--- src/lcgr_pkg.sv ---
// Package with constants and types of the random-in-range unit.
`default_nettype none
package lcgr_pkg;

  localparam int SEED_W  = 31;
  localparam int DATA_W  = 32;
  localparam int RANGE_W = 33;
  localparam int CNT_W   = $clog2(SEED_W + 1);

  localparam logic [SEED_W-1:0] LCG_MUL   = 31'd1103515245;
  localparam logic [SEED_W-1:0] LCG_INC   = 31'd12345;
  localparam logic [SEED_W-1:0] SEED_INIT = 31'd1;

  localparam logic REQ_DRAW   = 1'b0;
  localparam logic REQ_RESEED = 1'b1;

  typedef struct packed {
    logic start;
  } div_ctl_t;

  typedef struct packed {
    logic done;
  } div_sts_t;

endpackage
`default_nettype wire

--- src/lcg_random_in_range_unit.sv ---
// Draw: one item at a time. The seed update (a multiply state, then an add state)
// comes ahead of the 31-step serial divider for seed mod range, which is followed
// by a finish state that places the result beat.
// The next beat can be taken at the edge the result leaves.
// Reseed and reversed bounds: the result beat shows in the cycle after the input beat.
// Synchronous active-low reset: seed returns to one, control and output valid clear.
`default_nettype none
module lcg_random_in_range_unit
  import lcgr_pkg::*;
(
  input  wire logic                     clk,
  input  wire logic                     rst_n,
  input  wire logic                     in_valid,
  output logic                          in_stall,
  input  wire logic                     in_req_type,
  input  wire logic signed [DATA_W-1:0] in_lower_bound,
  input  wire logic signed [DATA_W-1:0] in_upper_bound,
  input  wire logic signed [DATA_W-1:0] in_new_seed,
  output logic                          out_valid,
  input  wire logic                     out_stall,
  output logic signed [DATA_W-1:0]      out_random_value,
  output logic                          out_range_error
);

  typedef enum logic [4:0] {
    S_IDLE = 5'b00001,
    S_MUL  = 5'b00010,
    S_SEED = 5'b00100,
    S_DIV  = 5'b01000,
    S_FIN  = 5'b10000
  } state_t;

  state_t             state_r, state_nxt;
  logic [SEED_W-1:0]  seed_r, seed_nxt;
  logic [SEED_W-1:0]  prod_r, prod_nxt;
  logic [DATA_W-1:0]  lo_r, lo_nxt;
  logic [RANGE_W-1:0] range_r, range_nxt;
  logic               out_valid_r, out_valid_nxt;
  logic [DATA_W-1:0]  value_r, value_nxt;
  logic               err_r, err_nxt;

  logic               out_free;
  logic               in_acc;
  logic [SEED_W-1:0]  seed_adv;
  logic [RANGE_W-1:0] range_calc;
  div_ctl_t           div_ctl;
  div_sts_t           div_sts;
  logic [SEED_W-1:0]  div_rem;

  assign out_free = !out_valid_r || !out_stall;
  assign in_stall = (state_r != S_IDLE) || !out_free;
  assign in_acc   = in_valid && !in_stall;
  assign seed_adv = prod_r + LCG_INC;

  // Inclusive range in 33 bits: 1 up to 2^32 when the bounds are in order.
  assign range_calc = {in_upper_bound[DATA_W-1], in_upper_bound}
                    - {in_lower_bound[DATA_W-1], in_lower_bound} + RANGE_W'(1);

  lcgr_div u_div (
    .clk       (clk),
    .rst_n     (rst_n),
    .ctl       (div_ctl),
    .dividend  (seed_adv),
    .divisor   (range_r),
    .sts       (div_sts),
    .remainder (div_rem)
  );

  always_comb begin
    state_nxt     = state_r;
    seed_nxt      = seed_r;
    prod_nxt      = prod_r;
    lo_nxt        = lo_r;
    range_nxt     = range_r;
    out_valid_nxt = out_valid_r && out_stall;
    value_nxt     = value_r;
    err_nxt       = err_r;
    div_ctl.start = 1'b0;
    case (state_r)
      S_IDLE: begin
        if (in_acc) begin
          if (in_req_type == REQ_RESEED) begin
            seed_nxt      = in_new_seed[SEED_W-1:0];
            out_valid_nxt = 1'b1;
            value_nxt     = '0;
            err_nxt       = 1'b0;
          end else if (in_lower_bound > in_upper_bound) begin
            out_valid_nxt = 1'b1;
            value_nxt     = '0;
            err_nxt       = 1'b1;
          end else begin
            lo_nxt    = in_lower_bound;
            range_nxt = range_calc;
            state_nxt = S_MUL;
          end
        end
      end
      S_MUL: begin
        prod_nxt  = SEED_W'(seed_r * LCG_MUL);
        state_nxt = S_SEED;
      end
      S_SEED: begin
        seed_nxt      = seed_adv;
        div_ctl.start = 1'b1;
        state_nxt     = S_DIV;
      end
      S_DIV: begin
        if (div_sts.done) begin
          state_nxt = S_FIN;
        end
      end
      S_FIN: begin
        if (out_free) begin
          out_valid_nxt = 1'b1;
          value_nxt     = lo_r + {1'b0, div_rem};
          err_nxt       = 1'b0;
          state_nxt     = S_IDLE;
        end
      end
      default: begin
        state_nxt = S_IDLE;
      end
    endcase
  end

  always_ff @(posedge clk) begin
    if (!rst_n) begin
      state_r     <= S_IDLE;
      seed_r      <= SEED_INIT;
      out_valid_r <= 1'b0;
    end else begin
      state_r     <= state_nxt;
      seed_r      <= seed_nxt;
      out_valid_r <= out_valid_nxt;
    end
    prod_r  <= prod_nxt;
    lo_r    <= lo_nxt;
    range_r <= range_nxt;
    value_r <= value_nxt;
    err_r   <= err_nxt;
  end

  assign out_valid        = out_valid_r;
  assign out_random_value = value_r;
  assign out_range_error  = err_r;

endmodule
`default_nettype wire

--- src/lcgr_div.sv ---
// Bit-serial restoring divider that yields the remainder of seed by range.
`default_nettype none
module lcgr_div
  import lcgr_pkg::*;
(
  input  wire logic               clk,
  input  wire logic               rst_n,
  input  wire div_ctl_t           ctl,
  input  wire logic [SEED_W-1:0]  dividend,
  input  wire logic [RANGE_W-1:0] divisor,
  output div_sts_t                sts,
  output logic [SEED_W-1:0]       remainder
);

  logic [CNT_W-1:0]   cnt_r, cnt_nxt;
  logic               done_r, done_nxt;
  logic [SEED_W-1:0]  dvd_r, dvd_nxt;
  logic [SEED_W-1:0]  rem_r, rem_nxt;
  logic [RANGE_W-1:0] dvs_r, dvs_nxt;
  logic [SEED_W:0]    trial;
  logic               fits;

  // The partial remainder never exceeds the dividend prefix, so it stays
  // below 2^31 and the top bit of the trial value is always clear.
  assign trial = {rem_r, dvd_r[SEED_W-1]};
  assign fits  = ({1'b0, trial} >= dvs_r);

  always_comb begin
    cnt_nxt  = cnt_r;
    done_nxt = 1'b0;
    dvd_nxt  = dvd_r;
    rem_nxt  = rem_r;
    dvs_nxt  = dvs_r;
    if (ctl.start) begin
      cnt_nxt = CNT_W'(SEED_W);
      dvd_nxt = dividend;
      rem_nxt = '0;
      dvs_nxt = divisor;
    end else if (cnt_r != '0) begin
      cnt_nxt  = cnt_r - CNT_W'(1);
      done_nxt = (cnt_r == CNT_W'(1));
      dvd_nxt  = {dvd_r[SEED_W-2:0], 1'b0};
      if (fits) begin
        rem_nxt = SEED_W'(({1'b0, trial} - dvs_r));
      end else begin
        rem_nxt = trial[SEED_W-1:0];
      end
    end
  end

  always_ff @(posedge clk) begin
    if (!rst_n) begin
      cnt_r  <= '0;
      done_r <= 1'b0;
    end else begin
      cnt_r  <= cnt_nxt;
      done_r <= done_nxt;
    end
    dvd_r <= dvd_nxt;
    rem_r <= rem_nxt;
    dvs_r <= dvs_nxt;
  end

  assign sts.done  = done_r;
  assign remainder = rem_r;

endmodule
`default_nettype wire

--- config.mk ---
export PLATFORM = sky130hd
export DESIGN_NAME = lcg_random_in_range_unit
export DESIGN_NICKNAME = d
export VERILOG_FILES = /design/src/lcgr_pkg.sv /design/src/lcg_random_in_range_unit.sv /design/src/lcgr_div.sv
export SDC_FILE = /design/constraint.sdc
export NUM_CORES = 1
export LEC_CHECK = 0
export BUFFER_PORTS_ARGS = -buffer_cell sky130_fd_sc_hd__buf_4
export CAP_MARGIN = 20
export CORE_AREA = 2 2 222 224
export DETAILED_ROUTE_END_ITERATION = 10
export DIE_AREA = 0 0 224 226
export GPL_ROUTABILITY_DRIVEN = 0
export PLACE_DENSITY_LB_ADDON = 0.08
export REMOVE_ABC_BUFFERS = 1
export SLEW_MARGIN = 20
export SYNTH_ARGS = -nofsm -noshare
export SYNTH_HDL_FRONTEND = slang
export SYNTH_SLANG_ARGS = --single-unit
--- constraint.sdc ---
create_clock -name clk -period 6.1 [get_ports clk]
set_input_delay 0.305 -clock clk [delete_from_list [all_inputs] [get_ports clk]]
set_output_delay 0.305 -clock clk [all_outputs]
set_load 0.05 [all_outputs]
==> results.yml, run 1 <==
status:
  status: "complete, but fails checks"
  violations: "setup timing"
logic_synthesis:
  ys_top_cells_by_area: "edfxtp_1 (24%), ha_1 (17%), fa_1 (15%)"
  synthCells: 2417
  yosys-top-cells-count: "inv_1 (469), ha_1 (330), edfxtp_1 (193)"
  avgSynthCellArea_um2: 9.914
  yosysMostFrequentCell: "inv_1"
  synth_seq_cells: 267
  synth_ff_type: "edfxtp_1"
  yosysTopAreaCell: "edfxtp_1"
  synth_top_area_frac: 0.2419
  synth_edf_count: 193
  synth_cell_types: 80
  synth_async_sr_flop_share: 0
  ys_warn_count: 0
  synth.cell_area_um2: 23960
  yosysSeqAreaShare: 0.3037
clock_tree:
  numCtsBuffers: 35
  root_buffer: "clkbuf_16"
  clk_latency_ps: 540
  clockBufferDepth: 3
  cts_tree: "built"
  ctsHtreeMaxLevel: 2
  clkTransAtPathRegs_ps: 60
  clkSinkCount: 267
drt:
  drc_errors: 0
  wire_per_inst_um: 19.53
  drt-total-wl_um: 65970
  drt_iter0_markers: 1082
  via_count: 18230
  final_antenna_net_count: 0
  viasPerCell: 5.397
  dr.pass1.iters: 5
global_route:
  first_global_vias: 18890
  grt_pass1_wl_um: 102800
  grt-ovfl-total: 0
  track_usage: 0.2643
  grt_max_degree: 66
  antenna_found_initial: 1
critical_path:
  crit_top_cell: "fa_1"
  arrival_ps: 6390
  worst-setup-path-type: "reg -> reg"
  worstPathMaxFanout: 4
  critical-path-max-stage-delay_ps: 510
  end_kind: "flip-flop"
  worstSetupStartpointType: "flip-flop"
  path_cells: "ha_4 > fa_2 > fa_1 > inv_1 > fa_1 > fa_1 > fa_1 > inv_1 > fa_1 > inv_1 > fa_1 > inv_2 > ha_4 > o21a_1 > o21ai_2 > nor3_4 > buf_6 > a21oi_4 > a31oi_4 > a211oi_2 > buf_4 > o21bai_1 > a21oi_1 > xnor2_1"
  critPathRequiredTime_ps: 6390
  slowest_stage: "fa_1"
timing:
  skew_ps: 16.76
  fin_ws_ps: -4.416
  drv_slew: 0
  rsz0062_at_grt: "yes"
  worst_pin_slew_ps: 1111
  fmax_ghz: 0.1638
  hold_viol: 0
  finalSetupViolCount: 1
  fin_crit_sh: 1.001
  slew_headroom: 0.2591
  finalCriticalPeriod_ps: 6104
  setup_tns_ps: -4.416
placement:
  dp_hpwl_um: 52660
  dp.cells: 3268
  portBuffers: 134
finish:
  num_antenna_cells: 0
  fin_nets: 3343
  syn_to_final_growth_pct: 21.11
  final_cells: 3377
  drive_gt1_frac: 0.1819
power_and_ir_drop:
  total_power_mw: 12.97
  power.density_nw_per_um2: 447.0
  cellLeakagePower_nw: 13.49
  peakVddDrop_mv: 0.2580
die:
  coreArea_um2: 48340
  top_level_ports: 136
  die_w_um: 224
  fp-row-count: 81
  initial_core_util: 0.4957
  die-area_um2: 50620
  die_h_um: 226
min_path:
  min_path_type: "in -> reg"
run:
  cap_violations: 0
per-stage QoR:
step / hold WS [ps] / setup slack, ps / area, um2 / util
4_1_cts: 30.19 / 6.612 / 28730 / 0.5942
2_1_floorplan: 366.9 / -369.1 / 23770 / -
5_1_grt: 47.18 / -185.3 / 29020 / 0.6003
6_report: 54.89 / -4.416 / 29020 / 0.6003
3_5_place_dp: 408.0 / -482.5 / 26610 / 0.5505
3_3_place_gp: 405.0 / -380.3 / 26610 / 0.5505
registers in the layout, indices dropped and copies added (netlist names):
register          count
range_r              33
u_div.dvs_r          33
lo_r                 32
out_random_value     32
prod_r               31
seed_r               31
u_div.dvd_r          31
u_div.remainder      31
state_r               5
u_div.cnt_r           5
out_range_error       1
out_valid             1
u_div.sts             1
area by class of cell:
class                      count  area (um2)
clock buffer                  47       962.2
tap                          622       778.2
fill                        4040       19320
timing repair buffer         320        2520
multi-input combinational   1637       15480
clock inverter                15       185.2
sequential                   267        7325
inverter                     469        1770
path summary, 6_finish.rpt:
| path | start | to | slack [ps] | cells after the start |
|---|---|---|---|---|
| setup / recovery | seed_r[7] | prod_r[28] | -4 | 24 |
| hold reg to reg | range_r[31] | u_div.dvs_r[31] | 420 | 0 |
| setup reg to reg | seed_r[7] | prod_r[28] | -4 | 24 |
| hold / removal | in_new_seed[29] | seed_r[29] | 50 | 3 |
critical path, delay by kind of cell, from the launching register on:
kind	cells	cell delay, ps
adder cells (fa/ha/maj)	9	3770
AO/OA/AOI/OAI	7	1080
buffers and inverters	6	470
flip-flops	1	370
AND/OR/NAND/NOR	1	80
XOR/XNOR	1	80
where the power goes:
group | internal, mW | switching, mW
sequential | 2.50 | 0.228
clock | 1.28 | 0.822
combinational | 3.74 | 4.40
cell usage in the layout, fill, tap and decap left out, types with 41 or more instances in the layout:
cell,synthesis,final
o21a_1,48,47
nand3_1,44,41
inv_1,469,441
ha_1,330,286
nor2_1,104,103
buf_4,2,278
a21o_1,62,62
nand2_1,165,165
o21ai_0,81,77
a21oi_1,127,118
dfxtp_1,74,56
edfxtp_1,193,193
xnor2_1,106,105
fa_1,182,163
cell families (layout without fill, tap and decap cells):
group,after synthesis,after routing,share of synthesized area
muxes,17,17,0.007153
buffers and inverters,513,851,0.08146
adders and majority gates,512,512,0.3244
DFF,267,267,0.3037
AOI/OAI and AO/OA,482,482,0.1335
and+or+nand+nor,479,479,0.09613
xor gates and xnor gates,147,147,0.05373
what timing repair did:
| action | in CTS | in global routing |
|---|---|---|
| endpoints found under the hold margin | 32 | 0 |
| pin swaps | 68 | 85 |
| setup endpoints to repair | 9 | 8 |
| hold buffers | 32 | 0 |
| gates resized for setup | 109 | 63 |
| buffers inserted | 8 | 8 |
metal layers:
metal	part of all wire	GRT usage	vias up
li1	-	-	8827
met1	0.46	0.3540	8847
met2	0.45	0.4280	431
met3	0.055	0.05009	120
met4	0.034	0.09613	2
met5	0.00020	0	-
Note: power is estimated with default switching activity, not from simulation.
==> run 2, diff against run 1 <==
--- a/config.mk
+++ b/config.mk
@@ -13,6 +13,7 @@
 export GPL_ROUTABILITY_DRIVEN = 0
 export PLACE_DENSITY_LB_ADDON = 0.08
 export REMOVE_ABC_BUFFERS = 1
+export SETUP_SLACK_MARGIN = 0.2
 export SLEW_MARGIN = 20
 export SYNTH_ARGS = -nofsm -noshare
 export SYNTH_HDL_FRONTEND = slang
==> run 2 against run 1 <==
Against the previous run:
- the run now ends clean
- sequential power hardly changed
- core utilization grew 0.052 points
- global-route usage barely moved
- flip-flop and latch count is the same
- clock power is essentially flat
- die area did not move
- non-clock buffer count grew 2
==> results.yml, run 2 (synthesis results as in run 1) <==
status:
  status: "completed"
finish:
  drive_gt1_frac: 0.1843
  fillCellCount: 4035
  top_regs: "range_r: 33 flops, u_div.dvs_r: 33 flops"
  syn_to_final_growth_pct: 21.21
  seqCellArea_um2: 7327
  multiInputGateArea_um2: 15480
  fin_nets: 3345
  num_antenna_cells: 0
  final_common_cell: "inv_1"
  mostFrequentLayoutCells: "inv_1 (442), ha_1 (285), buf_4 (281), edfxtp_1 (193), nand2_1 (164)"
run:
  cap_violations: 0
timing:
  slew_headroom: 0.2497
  fin_hold_ws_ps: 54.08
  rsz0062_at_grt: "yes"
  fmax_ghz: 0.1644
  fin_crit_sh: 0.9972
  skew_ps: 14.61
  finalCriticalPeriod_ps: 6083
  hold_viol: 0
  worst_pin_slew_ps: 1126
  setup_tns_ps: 0
  finalSetupViolCount: 0
  drv_slew: 0
clock_tree:
  cts_tree: "built"
  clkTransAtPathRegs_ps: 60
  clockBufferDepth: 3
  root_buffer: "clkbuf_16"
  clk_latency_ps: 540
  numCtsBuffers: 35
  ctsHtreeMaxLevel: 2
  clkSinkCount: 267
die:
  initial_core_util: 0.4957
  die_h_um: 226
  fp-row-count: 81
  die-area_um2: 50620
  die_w_um: 224
  coreArea_um2: 48340
  top_level_ports: 136
power_and_ir_drop:
  peakVddDrop_mv: 0.2665
  cellLeakagePower_nw: 13.50
  power.density_nw_per_um2: 447.4
drt:
  drt-total-wl_um: 66160
  drt_iter0_markers: 1000
  dr.pass1.iters: 5
  wire_per_inst_um: 19.58
  via_count: 18300
  final_antenna_net_count: 0
  viasPerCell: 5.416
  drc_errors: 0
critical_path:
  end_kind: "flip-flop"
  critPathRequiredTime_ps: 6390
  slowest_stage: "fa_2"
  worstPathMaxFanout: 3
  arrival_ps: 6370
  crit_top_cell: "ha_4"
  worstSetupStartpointType: "flip-flop"
  worst-setup-path-type: "reg -> reg"
  critical-path-max-stage-delay_ps: 590
placement:
  portBuffers: 134
  dp_hpwl_um: 52660
min_path:
  min_path_type: "in -> reg"
global_route:
  antenna_found_initial: 1
  grt-ovfl-total: 0
  grt_pass1_wl_um: 102900
  first_global_vias: 18920
  grt_max_degree: 66
  track_usage: 0.2646
-- run 2: metal layers --
layer / part of all wire / GRT usage / vias to the layer above / wire [um]
li1: - / - / 8816 / -
met1: 0.45 / 0.3548 / 8907 / 29860
met2: 0.46 / 0.4282 / 461 / 30120
met3: 0.059 / 0.04931 / 113 / 3908
met4: 0.034 / 0.09720 / 2 / 2256
met5: 0.00020 / 0 / - / 13
-- run 2: repair_timing --
item / in CTS / in global routing
cloned: 0 / 0
endpoints found under the setup margin: 11 / 13
hold endpoints to repair: 32 / 0
setup buffers: 10 / 7
hold buffers: 32 / 0
resized for setup: 126 / 49
pin swaps: 86 / 73
-- run 2: path summary, 6_finish.rpt --
path                endpoint  depth (start not counted)            start  slack [ps]
max               prod_r[28]                         25        seed_r[2]          20
max reg2reg       prod_r[28]                         25        seed_r[2]          20
min               seed_r[29]                          3  in_new_seed[29]          50
min reg2reg  u_div.dvs_r[31]                          0      range_r[31]         420
-- run 2: layout make-up --
class | instances | share of cell area
Tap cell | 622 | 0.02680
Clock buffer | 47 | 0.03313
Timing Repair Buffer | 322 | 0.08745
Multi-Input combinational cell | 1637 | 0.5331
Clock inverter | 15 | 0.006376
Inverter | 469 | 0.06087
Sequential cell | 267 | 0.2523
-- run 2: per-stage QoR --
step | worst slack (ps) | std cells | instance area [um2] | util | total power, mW
floorplan | -369.1 | 2373 | 23770 | - | 7.594
global placement | -380.3 | 3268 | 26610 | 0.5505 | 9.760
detailed placement | -482.5 | 3268 | 26610 | 0.5505 | 9.905
CTS | 26.75 | 3372 | 28830 | 0.5964 | 12.71
global route | -217.0 | 3379 | 29040 | 0.6008 | 14.07
finish | 17.27 | 3379 | 29040 | 0.6008 | 13.00
-- run 2: worst max-delay path: cells and delay by family, from the launching register on --
kind | cells | cell delay (ps)
fa+ha+maj | 9 | 3300
compound gates | 6 | 1120
buf+inv | 8 | 800
flops | 1 | 360
simple gates | 1 | 160
xor+xnor | 1 | 90
-- run 2: power by group --
part           internal [mW]  total, mW  switching [mW]
clock                   1.28       2.10           0.822
sequential              2.50       2.73           0.229
combinational           3.77       8.16            4.40
==> run 3, diff against run 2 <==
==> constraint.sdc (replaced) <==
create_clock -name clk -period 6.1 [get_ports clk]
set_input_delay 1.22 -clock clk [delete_from_list [all_inputs] [get_ports clk]]
set_output_delay 1.22 -clock clk [all_outputs]
set_load 0.05 [all_outputs]
==> run 3 against run 2 <==
Against the previous run:
- the run now ends with setup timing left
- via count barely moved
- global-route usage barely moved
- worst hold slack improved by 360 ps
- core utilization fell by 0.40 points
- non-clock buffer count fell by 19
- largest power group unchanged
- highest routed layer is now met4
==> results.yml, run 3 (synthesis results as in run 1) <==
status:
  status: "complete, but fails checks"
  violations: "setup timing"
critical_path:
  crit_top_cell: "fa_1"
  slowest_stage: "fa_1"
  rr_startpoint: "seed_r[8]"
  arrival_ps: 6410
  r2r_setup_slack_ps: -30
  end_kind: "flip-flop"
  critical-path-max-stage-delay_ps: 540
  r2r-end: "prod_r[28]"
  crit_buf_inv: 7
  path_cells: "buf_6 > buf_6 > fa_2 > fa_1 > inv_2 > fa_1 > fa_1 > fa_1 > inv_2 > fa_1 > inv_1 > fa_1 > inv_2 > ha_4 > o21a_1 > o21ai_4 > nor3_4 > a21oi_2 > a31oi_4 > a211oi_2 > buf_4 > o21bai_1 > a21oi_1 > xnor2_1"
  ff2ff_path_depth: 24
  critPathTopFamily: "adder cells"
  worstSetupStartpointType: "flip-flop"
  worstPathMaxFanout: 4
  critPathRequiredTime_ps: 6380
  worst-setup-path-type: "reg -> reg"
clock_tree:
  cts_hold_buf: 0
  cts_tree: "built"
  ctsHtreeMaxLevel: 2
  root_buffer: "clkbuf_16"
  numCtsBuffers: 34
  clkSinkCount: 267
  clockBufferDepth: 3
  clk_latency_ps: 570
  clkTransAtPathRegs_ps: 60
finish:
  mostFrequentLayoutCells: "inv_1 (442), buf_4 (294), ha_1 (285), edfxtp_1 (193), nand2_1 (164)"
  top_regs: "range_r: 33 flops, u_div.dvs_r: 33 flops"
  final_common_cell: "inv_1"
  syn_to_final_growth_pct: 20.41
  fin_nets: 3325
  seqCellArea_um2: 7326
  final_cells: 3361
  multiInputGateArea_um2: 15490
  fin_area_um2: 28850
  drive_gt1_frac: 0.1866
  fillCellCount: 4104
placement:
  dp.cells: 3276
  dp_hpwl_um: 52250
  portBuffers: 134
  placed_area_um2: 26690
power_and_ir_drop:
  p_clk_frac: 0.166
  switching_share: 0.4149
  cellLeakagePower_nw: 13.44
  peakVddDrop_mv: 0.2816
  power_frac_comb: 0.625
  p_int_mw: 7.642
  p_switching_mw: 5.418
  power.density_nw_per_um2: 452.7
  power_frac_seq: 0.209
  total_power_mw: 13.06
global_route:
  antenna_found_initial: 0
  track_usage: 0.2645
  grt_pass1_wl_um: 102700
  grt_max_degree: 52
  grt-ovfl-total: 0
  first_global_vias: 18760
timing:
  fmax_ghz: 0.1632
  hold_viol: 0
  rsz0062_at_grt: "yes"
  drv_slew: 0
  fin_ws_ps: -29.33
  slew_headroom: 0.2609
  worst_pin_slew_ps: 1102
  fin_hold_ws_ps: 415.9
  finalSetupViolCount: 2
  finalCriticalPeriod_ps: 6129
  skew_ps: 42.57
  setup_tns_ps: -44.43
  fin_crit_sh: 1.005
die:
  fp-row-count: 81
  initial_core_util: 0.4957
  top_level_ports: 136
  die-area_um2: 50620
  die_h_um: 226
  coreArea_um2: 48340
  die_w_um: 224
min_path:
  hp-start: "range_r[26]"
  min_path_type: "reg -> reg"
  min_to: "u_div.dvs_r[26]"
  holdPathStages: 0
run:
  cap_violations: 0
drt:
  viasPerCell: 5.446
  via_count: 18300
  final_antenna_net_count: 0
  drt-total-wl_um: 65970
  dr.pass1.iters: 5
  drc_errors: 0
  wire_per_inst_um: 19.63
  drt_iter0_markers: 987
==> run 3: cell types whose count changed in the layout (fill, tap and decap cells not counted), sizes merged <==
cell	change
bufinv	+1
clkinv	-4
inv	+1
buf	+13
dlygate4sd3	-32
clkbuf	+3
clkinvlp	-1
diode	+1
==> run 3: area by class of cell <==
cell class              instances  area share
flip-flops and latches        267      0.2539
clock inverters                12    0.006418
multi-input cells            1637      0.5368
well taps                     622     0.02697
clock buffers                  50     0.03413
diodes                          1  0.00008673
inverters                     469     0.06106
repair buffers                303     0.08062
==> run 3: through the flow <==
step	worst slack, ps	utilization
2_1_floorplan	-369.1	-
3_3_place_gp	-541.1	0.5520
3_5_place_dp	-607.9	0.5520
4_1_cts	-86.23	0.5918
5_1_grt	-177.9	0.5968
6_report	-29.33	0.5968
==> run 3: worst max path at each step <==
stage               slack [ps]    endpoint  depth (start not counted)       from
floorplan                 -370  prod_r[30]                         22  seed_r[7]
global placement          -540  prod_r[30]                         23  seed_r[7]
detailed placement        -610  prod_r[30]                         23  seed_r[7]
CTS                        -90  prod_r[28]                         23  seed_r[7]
global route              -180  prod_r[28]                         24  seed_r[8]
finish                     -30  prod_r[28]                         24  seed_r[8]
==> run 3: timing repair <==
action	4_1_cts	5_1_grt
endpoints found under the setup margin	12	11
pin swaps	112	64
resized for setup	135	30
setup buffers	11	11
==> run 3: power groups by stage <==
stage	logic, mW	registers, mW	clock network, mW
2_1_floorplan	4.81	2.78	0
3_3_place_gp	6.99	2.76	0
3_5_place_dp	7.17	2.77	0
4_1_cts	7.71	2.74	2.20
5_1_grt	9.04	2.77	2.26
6_report	8.16	2.74	2.17
==> run 3: layer usage <==
layer | global-route usage | vias to the layer above | wire length (um) | share of wire
met5 | 0 | - | 0 | 0
li1 | - | 8783 | - | -
met4 | 0.08473 | 0 | 1940 | 0.029
met3 | 0.03240 | 103 | 2949 | 0.045
met1 | 0.3608 | 8945 | 30320 | 0.46
met2 | 0.4396 | 473 | 30760 | 0.47
